$ cat config.mk
export PLATFORM = sky130hd
export DESIGN_NAME = shell_command_tokenizer_unit
export DESIGN_NICKNAME = d
export VERILOG_FILES = /design/src/rtl/sct_pkg.sv /design/src/rtl/sct_step.sv /design/src/rtl/sct_outq.sv /design/src/rtl/shell_command_tokenizer_unit.sv
export SDC_FILE = /design/constraint.sdc
export NUM_CORES = 1
export LEC_CHECK = 0
export ABC_AREA = 1
export BUFFER_PORTS_ARGS = -buffer_cell sky130_fd_sc_hd__buf_2
export CORE_ASPECT_RATIO = 0.5
export CORE_MARGIN = 4
export CORE_UTILIZATION = 35
export CTS_BUF_LIST = sky130_fd_sc_hd__clkbuf_4 sky130_fd_sc_hd__clkbuf_8
export DETAILED_ROUTE_END_ITERATION = 8
export PLACE_DENSITY = 0.53
export SLEW_MARGIN = 25
export SYNTH_ARGS = -nofsm -noshare
export SYNTH_HDL_FRONTEND = slang
export SYNTH_SLANG_ARGS = --single-unit
$ cat constraint.sdc
create_clock -name clk -period 6.9 [get_ports clk]
set_input_delay 1.38 -clock clk [delete_from_list [all_inputs] [get_ports clk]]
set_output_delay 1.38 -clock clk [all_outputs]
set_load 0.01 [all_outputs]
$ cat src/rtl/sct_pkg.sv
// ----------------------------------------------------------------------------
// sct_pkg
// shared types and constants of the shell command tokenizer
// ----------------------------------------------------------------------------
package sct_pkg;

  // longest token holds MaxTokenLen - 1 characters
  localparam int MaxTokenLen = 1024;
  localparam int LenW        = $clog2(MaxTokenLen);
  localparam logic [LenW-1:0] TokLim = LenW'(MaxTokenLen - 1);

  // results one input byte can cause
  localparam int MaxRes = 3;
  localparam int CntW   = $clog2(MaxRes + 1);

  // result kinds
  localparam logic [2:0] KindWordCh   = 3'd0;
  localparam logic [2:0] KindQuotedCh = 3'd1;
  localparam logic [2:0] KindWordEnd  = 3'd2;
  localparam logic [2:0] KindQuoteEnd = 3'd3;
  localparam logic [2:0] KindLess     = 3'd4;
  localparam logic [2:0] KindGreater  = 3'd5;
  localparam logic [2:0] KindPipe     = 3'd6;
  localparam logic [2:0] KindUnterm   = 3'd7;

  // characters of interest
  localparam logic [7:0] ChBslash  = 8'h5C;
  localparam logic [7:0] ChQuote   = 8'h22;
  localparam logic [7:0] ChPipe    = 8'h7C;
  localparam logic [7:0] ChLess    = 8'h3C;
  localparam logic [7:0] ChGreater = 8'h3E;
  localparam logic [7:0] ChN       = 8'h6E;
  localparam logic [7:0] ChR       = 8'h72;
  localparam logic [7:0] ChT       = 8'h74;
  localparam logic [7:0] ChLf      = 8'h0A;
  localparam logic [7:0] ChCr      = 8'h0D;
  localparam logic [7:0] ChTab     = 8'h09;
  localparam logic [7:0] ChSpace   = 8'h20;
  localparam logic [7:0] ChVt      = 8'h0B;

  typedef struct packed {
    logic [7:0] ch;
    logic       final_req;
  } in_t;

  typedef struct packed {
    logic [2:0] kind;
    logic [7:0] text_byte;
    logic       bad_escape;
    logic       truncated;
    logic       run_end;
  } out_t;

  typedef struct packed {
    logic            inside_quotes;
    logic            escape_pending;
    logic [LenW-1:0] token_length;
  } lex_state_t;

  // results of one byte, in order, with their count
  typedef struct packed {
    logic [CntW-1:0]        count;
    out_t [MaxRes-1:0]      res;
  } batch_t;

endpackage

$ cat src/rtl/sct_step.sv
// ----------------------------------------------------------------------------
// sct_step
// next-state and result logic for one command-line byte
// ----------------------------------------------------------------------------
module sct_step (
  input  sct_pkg::lex_state_t st_i,
  input  sct_pkg::in_t        item_i,
  output sct_pkg::lex_state_t st_o,
  output sct_pkg::batch_t     batch_o
);

  function automatic sct_pkg::out_t mk(input logic [2:0] kind, input logic [7:0] tb,
                                       input logic bad, input logic trunc);
    sct_pkg::out_t r;
    r.kind       = kind;
    r.text_byte  = tb;
    r.bad_escape = bad;
    r.truncated  = trunc;
    r.run_end    = 1'b0;
    return r;
  endfunction

  logic [sct_pkg::LenW-1:0] len;
  logic                     q;
  logic                     esc;
  logic [sct_pkg::CntW-1:0] n;
  logic                     full;
  logic [1:0]               nch;
  logic [7:0]               c0;
  logic [7:0]               c1;
  logic                     bad;
  logic                     pre_end;
  logic [2:0]               pre_kind;
  logic                     op;
  logic [2:0]               op_kind;
  logic [7:0]               ch;
  sct_pkg::out_t [sct_pkg::MaxRes-1:0] res;

  always_comb begin
    ch       = item_i.ch;
    len      = st_i.token_length;
    q        = st_i.inside_quotes;
    esc      = st_i.escape_pending;
    n        = '0;
    res      = '0;
    full     = 1'b0;
    nch      = 2'd0;
    c0       = 8'h00;
    c1       = 8'h00;
    bad      = 1'b0;
    pre_end  = 1'b0;
    pre_kind = sct_pkg::KindWordEnd;
    op       = 1'b0;
    op_kind  = sct_pkg::KindPipe;

    // classify the byte
    if (esc) begin
      esc = 1'b0;
      case (ch)
        sct_pkg::ChN: begin
          nch = 2'd1;
          c0  = sct_pkg::ChLf;
        end
        sct_pkg::ChR: begin
          nch = 2'd1;
          c0  = sct_pkg::ChCr;
        end
        sct_pkg::ChT: begin
          nch = 2'd1;
          c0  = sct_pkg::ChTab;
        end
        default: begin
          // backslash kept in front of the escaped byte
          nch = 2'd2;
          c0  = sct_pkg::ChBslash;
          c1  = ch;
          bad = !(ch inside {sct_pkg::ChLess, sct_pkg::ChGreater, sct_pkg::ChPipe});
        end
      endcase
    end else if (ch == sct_pkg::ChBslash) begin
      esc = 1'b1;
    end else if (ch == sct_pkg::ChQuote) begin
      pre_end  = 1'b1;
      pre_kind = q ? sct_pkg::KindQuoteEnd : sct_pkg::KindWordEnd;
      q        = !q;
    end else if (!q && (ch inside {sct_pkg::ChLess, sct_pkg::ChGreater, sct_pkg::ChPipe})) begin
      pre_end = 1'b1;
      op      = 1'b1;
      if (ch == sct_pkg::ChLess) begin
        op_kind = sct_pkg::KindLess;
      end else if (ch == sct_pkg::ChGreater) begin
        op_kind = sct_pkg::KindGreater;
      end else begin
        op_kind = sct_pkg::KindPipe;
      end
    end else if (!q && (ch inside {sct_pkg::ChSpace, [sct_pkg::ChTab:sct_pkg::ChCr]})) begin
      pre_end = 1'b1;
    end else begin
      nch = 2'd1;
      c0  = ch;
    end

    // end marker for a pending token
    if (pre_end && (len != '0)) begin
      res[n] = mk(pre_kind, 8'h00, 1'b0, 1'b0);
      n      = n + 1'b1;
      len    = '0;
    end

    if (op) begin
      res[n] = mk(op_kind, ch, 1'b0, 1'b0);
      n      = n + 1'b1;
    end

    // token characters, flagged truncated and not counted once the token is full
    if (nch != 2'd0) begin
      full   = (len >= sct_pkg::TokLim);
      res[n] = mk(q ? sct_pkg::KindQuotedCh : sct_pkg::KindWordCh, c0, bad, full);
      n      = n + 1'b1;
      if (!full) begin
        len = len + 1'b1;
      end
    end
    if (nch == 2'd2) begin
      full   = (len >= sct_pkg::TokLim);
      res[n] = mk(q ? sct_pkg::KindQuotedCh : sct_pkg::KindWordCh, c1, bad, full);
      n      = n + 1'b1;
      if (!full) begin
        len = len + 1'b1;
      end
    end

    // end-of-input flush
    if (item_i.final_req) begin
      if (len != '0) begin
        res[n] = mk(q ? sct_pkg::KindUnterm : sct_pkg::KindWordEnd, 8'h00, 1'b0, 1'b0);
        n      = n + 1'b1;
      end
      len = '0;
      q   = 1'b0;
      esc = 1'b0;
    end

    st_o.inside_quotes  = q;
    st_o.escape_pending = esc;
    st_o.token_length   = len;
    batch_o.count       = n;
    batch_o.res         = res;
  end

endmodule

$ cat src/rtl/sct_outq.sv
// ----------------------------------------------------------------------------
// sct_outq
// result register bank: holds the results of one byte, hands them out in order
// ----------------------------------------------------------------------------
module sct_outq (
  input  logic            clk,
  input  logic            rst_n,
  input  logic            load,
  input  sct_pkg::batch_t batch,
  output logic            can_load,
  output logic            out_valid,
  input  logic            out_ready,
  output sct_pkg::out_t   out_data
);

  sct_pkg::out_t [sct_pkg::MaxRes-1:0] buf_r;
  sct_pkg::out_t [sct_pkg::MaxRes-1:0] buf_nxt;
  logic [sct_pkg::CntW-1:0]           cnt_r;
  logic [sct_pkg::CntW-1:0]           cnt_nxt;
  logic                               pop;

  assign out_valid = (cnt_r != '0);
  assign pop       = out_valid && out_ready;
  // new batch may enter once the last held result leaves
  assign can_load  = (cnt_r == '0) || ((cnt_r == sct_pkg::CntW'(1)) && out_ready);

  always_comb begin
    out_data         = buf_r[0];
    out_data.run_end = (cnt_r == sct_pkg::CntW'(1));
  end

  always_comb begin
    buf_nxt = buf_r;
    cnt_nxt = cnt_r;
    if (load) begin
      buf_nxt = batch.res;
      cnt_nxt = batch.count;
    end else if (pop) begin
      for (int i = 0; i < sct_pkg::MaxRes - 1; i++) begin
        buf_nxt[i] = buf_r[i+1];
      end
      cnt_nxt = cnt_r - 1'b1;
    end
  end

  always_ff @(posedge clk) begin
    buf_r <= buf_nxt;
    if (!rst_n) begin
      cnt_r <= '0;
    end else begin
      cnt_r <= cnt_nxt;
    end
  end

  a_cnt_range: assert property (@(posedge clk) disable iff (!rst_n)
    cnt_r <= sct_pkg::CntW'(sct_pkg::MaxRes))
    else $error("result count out of range");

  a_load_safe: assert property (@(posedge clk) disable iff (!rst_n)
    load |-> ((cnt_r == '0) || ((cnt_r == sct_pkg::CntW'(1)) && out_ready)))
    else $error("batch loaded over undelivered results");

  a_load_shows: assert property (@(posedge clk) disable iff (!rst_n)
    (load && (batch.count != '0)) |=> out_valid)
    else $error("loaded results not presented");

  a_drain: assert property (@(posedge clk) disable iff (!rst_n)
    (pop && !load && (cnt_r == sct_pkg::CntW'(1))) |=> !out_valid)
    else $error("result repeated after last one taken");

endmodule

$ cat src/rtl/shell_command_tokenizer_unit.sv
// ----------------------------------------------------------------------------
// shell_command_tokenizer_unit
// byte-serial shell command-line lexer with quotes, escapes and operators
// ----------------------------------------------------------------------------
// Takes one command-line byte per transaction and returns 0 to 3 token events
// per byte, the last one flagged by run_end. A byte is processed in the cycle
// it is accepted and its results sit in the result registers the next cycle.
// A byte giving zero or one result is taken every cycle while the consumer
// keeps up; a byte giving two or three results holds off the next byte until
// its last result is taken, since the result registers hand out one event a cycle.
// There is no setup: after reset the lexer is outside quotes, with no escape
// pending and an empty token, and it returns there after each final byte.
// ----------------------------------------------------------------------------
module shell_command_tokenizer_unit (
  input  logic          clk,
  input  logic          rst_n,
  input  logic          in_valid,
  output logic          in_ready,
  input  sct_pkg::in_t  in_data,
  output logic          out_valid,
  input  logic          out_ready,
  output sct_pkg::out_t out_data
);

  // lexer state: quote flag, pending backslash, characters in current token
  sct_pkg::lex_state_t st_r;
  sct_pkg::lex_state_t st_nxt;
  sct_pkg::batch_t     batch;
  logic                in_fire;
  logic                can_load;

  // byte taken only when its results can go straight into the result bank
  assign in_ready = can_load;
  assign in_fire  = in_valid && in_ready;

  // combinational work for the byte on the input port
  sct_step u_step (
    .st_i    (st_r),
    .item_i  (in_data),
    .st_o    (st_nxt),
    .batch_o (batch)
  );

  // result bank, drained one event per output transaction
  sct_outq u_outq (
    .clk       (clk),
    .rst_n     (rst_n),
    .load      (in_fire),
    .batch     (batch),
    .can_load  (can_load),
    .out_valid (out_valid),
    .out_ready (out_ready),
    .out_data  (out_data)
  );

  // state advances only with an accepted byte
  always_ff @(posedge clk) begin
    if (!rst_n) begin
      st_r <= '0;
    end else if (in_fire) begin
      st_r <= st_nxt;
    end
  end

  a_len_limit: assert property (@(posedge clk) disable iff (!rst_n)
    st_r.token_length <= sct_pkg::TokLim)
    else $error("token length beyond limit");

  a_final_clears: assert property (@(posedge clk) disable iff (!rst_n)
    (in_fire && in_data.final_req) |=> (st_r == '0))
    else $error("state not cleared after final byte");

  a_hold_state: assert property (@(posedge clk) disable iff (!rst_n)
    !in_fire |=> $stable(st_r))
    else $error("state changed without a byte");

endmodule
==> flow_summary.json <==
{
  "cp.required_ns": 7.07,
  "worst_skew_pair.late_latency_ns": 0.32,
  "antenna_found_initial": 0,
  "synth_top_cell_by_area": "edfxtp_1",
  "setup.worst_path.end": "u_outq.buf_r[39]",
  "drcViolationCount": 0,
  "overflow": 0,
  "core_area_um2": 11900,
  "synth_area_um2": 4320,
  "p_leak_uw": 0.00214,
  "cts_hold_buf": 0,
  "critical_path_class": "input port to register",
  "min_period_over_period_pct": 83.7,
  "hold_viol_final": 0,
  "path_clk_slew_ns": 0.10,
  "ys_warn_count": 0,
  "final_layout_size_suffix_gt1_share_pct": 15.4,
  "fin_crit_ns": 5.77,
  "hold_path_class": "register to register",
  "wl_per_cell_um": 14.5,
  "area_growth_pct": 5.71,
  "numCtsBuffers": 5,
  "clock_skew_ns": 0.00816,
  "worstMarginPinSlew_ns": 0.776,
  "clock.fmax_mhz": 173,
  "clock-sinks": 53,
  "crit_path_max_fanout": 20,
  "vdd_ir_drop_max_mv": 0.111,
  "firstDrtPassIters": 6,
  "reg2reg_slack_ns": 1.94,
  "n_fill_cell": 1280,
  "worstRegToRegCells": 32,
  "grt_pass1_vias": 3647,
  "crit_top_cell": "nand2_1",
  "drt_wl_total_mm": 11.3,
  "seq_area_frac_synth_pct": 33.6,
  "synthFlopType": "edfxtp_1",
  "drv_cap": 0,
  "cts_resized": 0,
  "ant_nets": 0,
  "drv_slew": 0,
  "worst-path-buf-inv": 5,
  "diodes": 0,
  "die_h_um": 86.6,
  "drt_iter0_markers": 330,
  "ys_top_cells_by_count": "nand2_1 (165), inv_1 (77), nor2_1 (53)",
  "rr_endpoint": "u_outq.buf_r[39]",
  "cts_max_level": 2,
  "die_area_um2": 14300,
  "die_w_um": 165,
  "num_rows": 28,
  "synth_top_area_share_pct": 27.1,
  "hp-start": "st_r[0]",
  "holdPathStages": 2,
  "setup_ws_ns": 1.13,
  "crit_family": "simple AND/OR/NAND/NOR gates",
  "slowest_delay_ns": 0.56,
  "status": "finished, final reports clean",
  "post-place-ws_ns": 0.833,
  "cp.arrival_ns": 5.94,
  "cts_post_setup_buffers_inserted": 0,
  "ios": 29,
  "syn_inst": 604,
  "setup_viol": 0,
  "nets": 639,
  "synth_seq_cells": 53,
  "grt_start_max_net_pins": 42,
  "p_per_area_nw_per_um2": 234,
  "ys_async_sr_fraction_pct": 0,
  "routed-via-count": 3843,
  "syn-num-nets": 632,
  "slowest_stage": "nor2_2",
  "finalSetupTns_ns": 0,
  "postSynthAreaPerCell_um2": 7.15,
  "synth_edf_count": 39,
  "reg2reg_from": "st_r[10]",
  "grt.total_usage_pct": 16.5,
  "crit_start": "in_data[4]",
  "synth_area_leaders": "edfxtp_1 (27%), nand2_1 (14%), inv_1 (6.7%), dfxtp_1 (6.5%), nand3_1 (5.8%)",
  "grt_pass1_wl_mm": 18.7,
  "root_buffer": "clkbuf_8",
  "relSlewSlack_pct": 48.1,
  "synth_cell_types": 43,
  "cts_tree": "built",
  "clock_path_buffers": 2,
  "cp-end-kind": "register",
  "critPathLaunchType": "input port",
  "crit_cells": 36,
  "gp_congestion": 0.919,
  "initial_core_util_pct": 36.2,
  "synth_most_common_cell": "nand2_1",
  "dpl.hpwl_mm": 8.80,
  "place.port_buffers": 28,
  "final_util_pct": 38.2,
  "rsz0062_at_grt": "no",
  "vias_per_cell": 4.95
}
[registers in the layout (all words and copies together), names as in the netlist]
signal           count
u_outq.out_data     13
u_outq.buf_r        26
st_r                12
u_outq.cnt_r         2
[layout by cell type (no fill, tap or decap), types with 3 or more instances in the layout]
| cell type | Yosys | final |
|---|---|---|
| nand3_1 | 50 | 50 |
| xor2_1 | 4 | 4 |
| inv_1 | 77 | 77 |
| nor2_4 | 6 | 6 |
| a22o_1 | 5 | 5 |
| clkbuf_8 | 0 | 5 |
| nor2_2 | 10 | 10 |
| inv_2 | 4 | 4 |
| nand3b_1 | 3 | 3 |
| nor2_1 | 53 | 53 |
| a21oi_1 | 28 | 28 |
| o22ai_1 | 9 | 9 |
| nand2_2 | 16 | 17 |
| nand3_4 | 3 | 3 |
| buf_4 | 14 | 4 |
| o21ai_0 | 19 | 19 |
| o2111ai_1 | 3 | 3 |
| nand2_1 | 165 | 164 |
| edfxtp_1 | 39 | 39 |
| dfxtp_1 | 14 | 14 |
| xnor2_1 | 3 | 3 |
| buf_2 | 4 | 28 |
| nand4_1 | 15 | 15 |
| nand2_4 | 5 | 5 |
| nor3_1 | 6 | 6 |
| ha_1 | 15 | 15 |
[worst min-delay path, delay by kind of cell, from the launching register on]
family | cells | cell delay (ns)
and+or+nand+nor | 1 | 0.07
DFF | 1 | 0.35
AOI/OAI and AO/OA | 1 | 0.06
[metal layers]
metal / track usage [%] / routed length (µm)
met3: 2.33 / 471
met5: 0 / 0
met1: 23.8 / 5720
met2: 26.3 / 4910
met4: 4.15 / 175
[layout make-up]
| cell class | count | area [µm²] | share of cell area [%] |
|---|---|---|---|
| Inverter | 82 | 308 | 6.74 |
| Multi-Input combinational cell | 437 | 2340 | 51.2 |
| Timing Repair Buffer | 32 | 170 | 3.73 |
| Tap cell | 165 | 206 | 4.52 |
| Clock buffer | 5 | 68.8 | 1.51 |
| Clock inverter | 3 | 21.3 | 0.466 |
| Sequential cell | 53 | 1450 | 31.8 |
[per-stage QoR]
step | hold slack [ns] | std cells | total power, µW | area (µm²)
finish | 0.514 | 777 | 1070 | 4570
global route | 0.553 | 777 | 1150 | 4570
CTS | 0.508 | 777 | 1080 | 4570
detailed placement | 0.493 | 769 | 901 | 4480
global placement | 0.489 | 769 | 899 | 4470
floorplan | 0.459 | 604 | 832 | 4320
[cell families after synthesis]
family | after synthesis | share of synthesized area [%]
adders and majority gates | 15 | 4.35
and+or+nand+nor | 338 | 37.6
xor gates and xnor gates | 7 | 1.42
DFF | 53 | 33.6
buffers and inverters | 114 | 12.3
AOI/OAI and AO/OA | 77 | 10.8
[how the worst min path moves through the flow]
| stage | to | slack, ns |
|---|---|---|
| after global placement | st_r[0] | 0.49 |
| after global routing | u_outq.buf_r[15] | 0.55 |
| after floorplan | st_r[0] | 0.46 |
| after detailed placement | st_r[0] | 0.49 |
| final | st_r[0] | 0.51 |
| after CTS | st_r[0] | 0.51 |
[power by group]
group          total [µW]  leakage (µW)  switching [µW]  internal (µW)
clock                 182     0.0000445             110           72.2
sequential            511      0.000501            24.8            487
combinational         377       0.00160             257            120
total                1070       0.00214             392            679
Note: power is estimated with default switching activity, not from simulation.
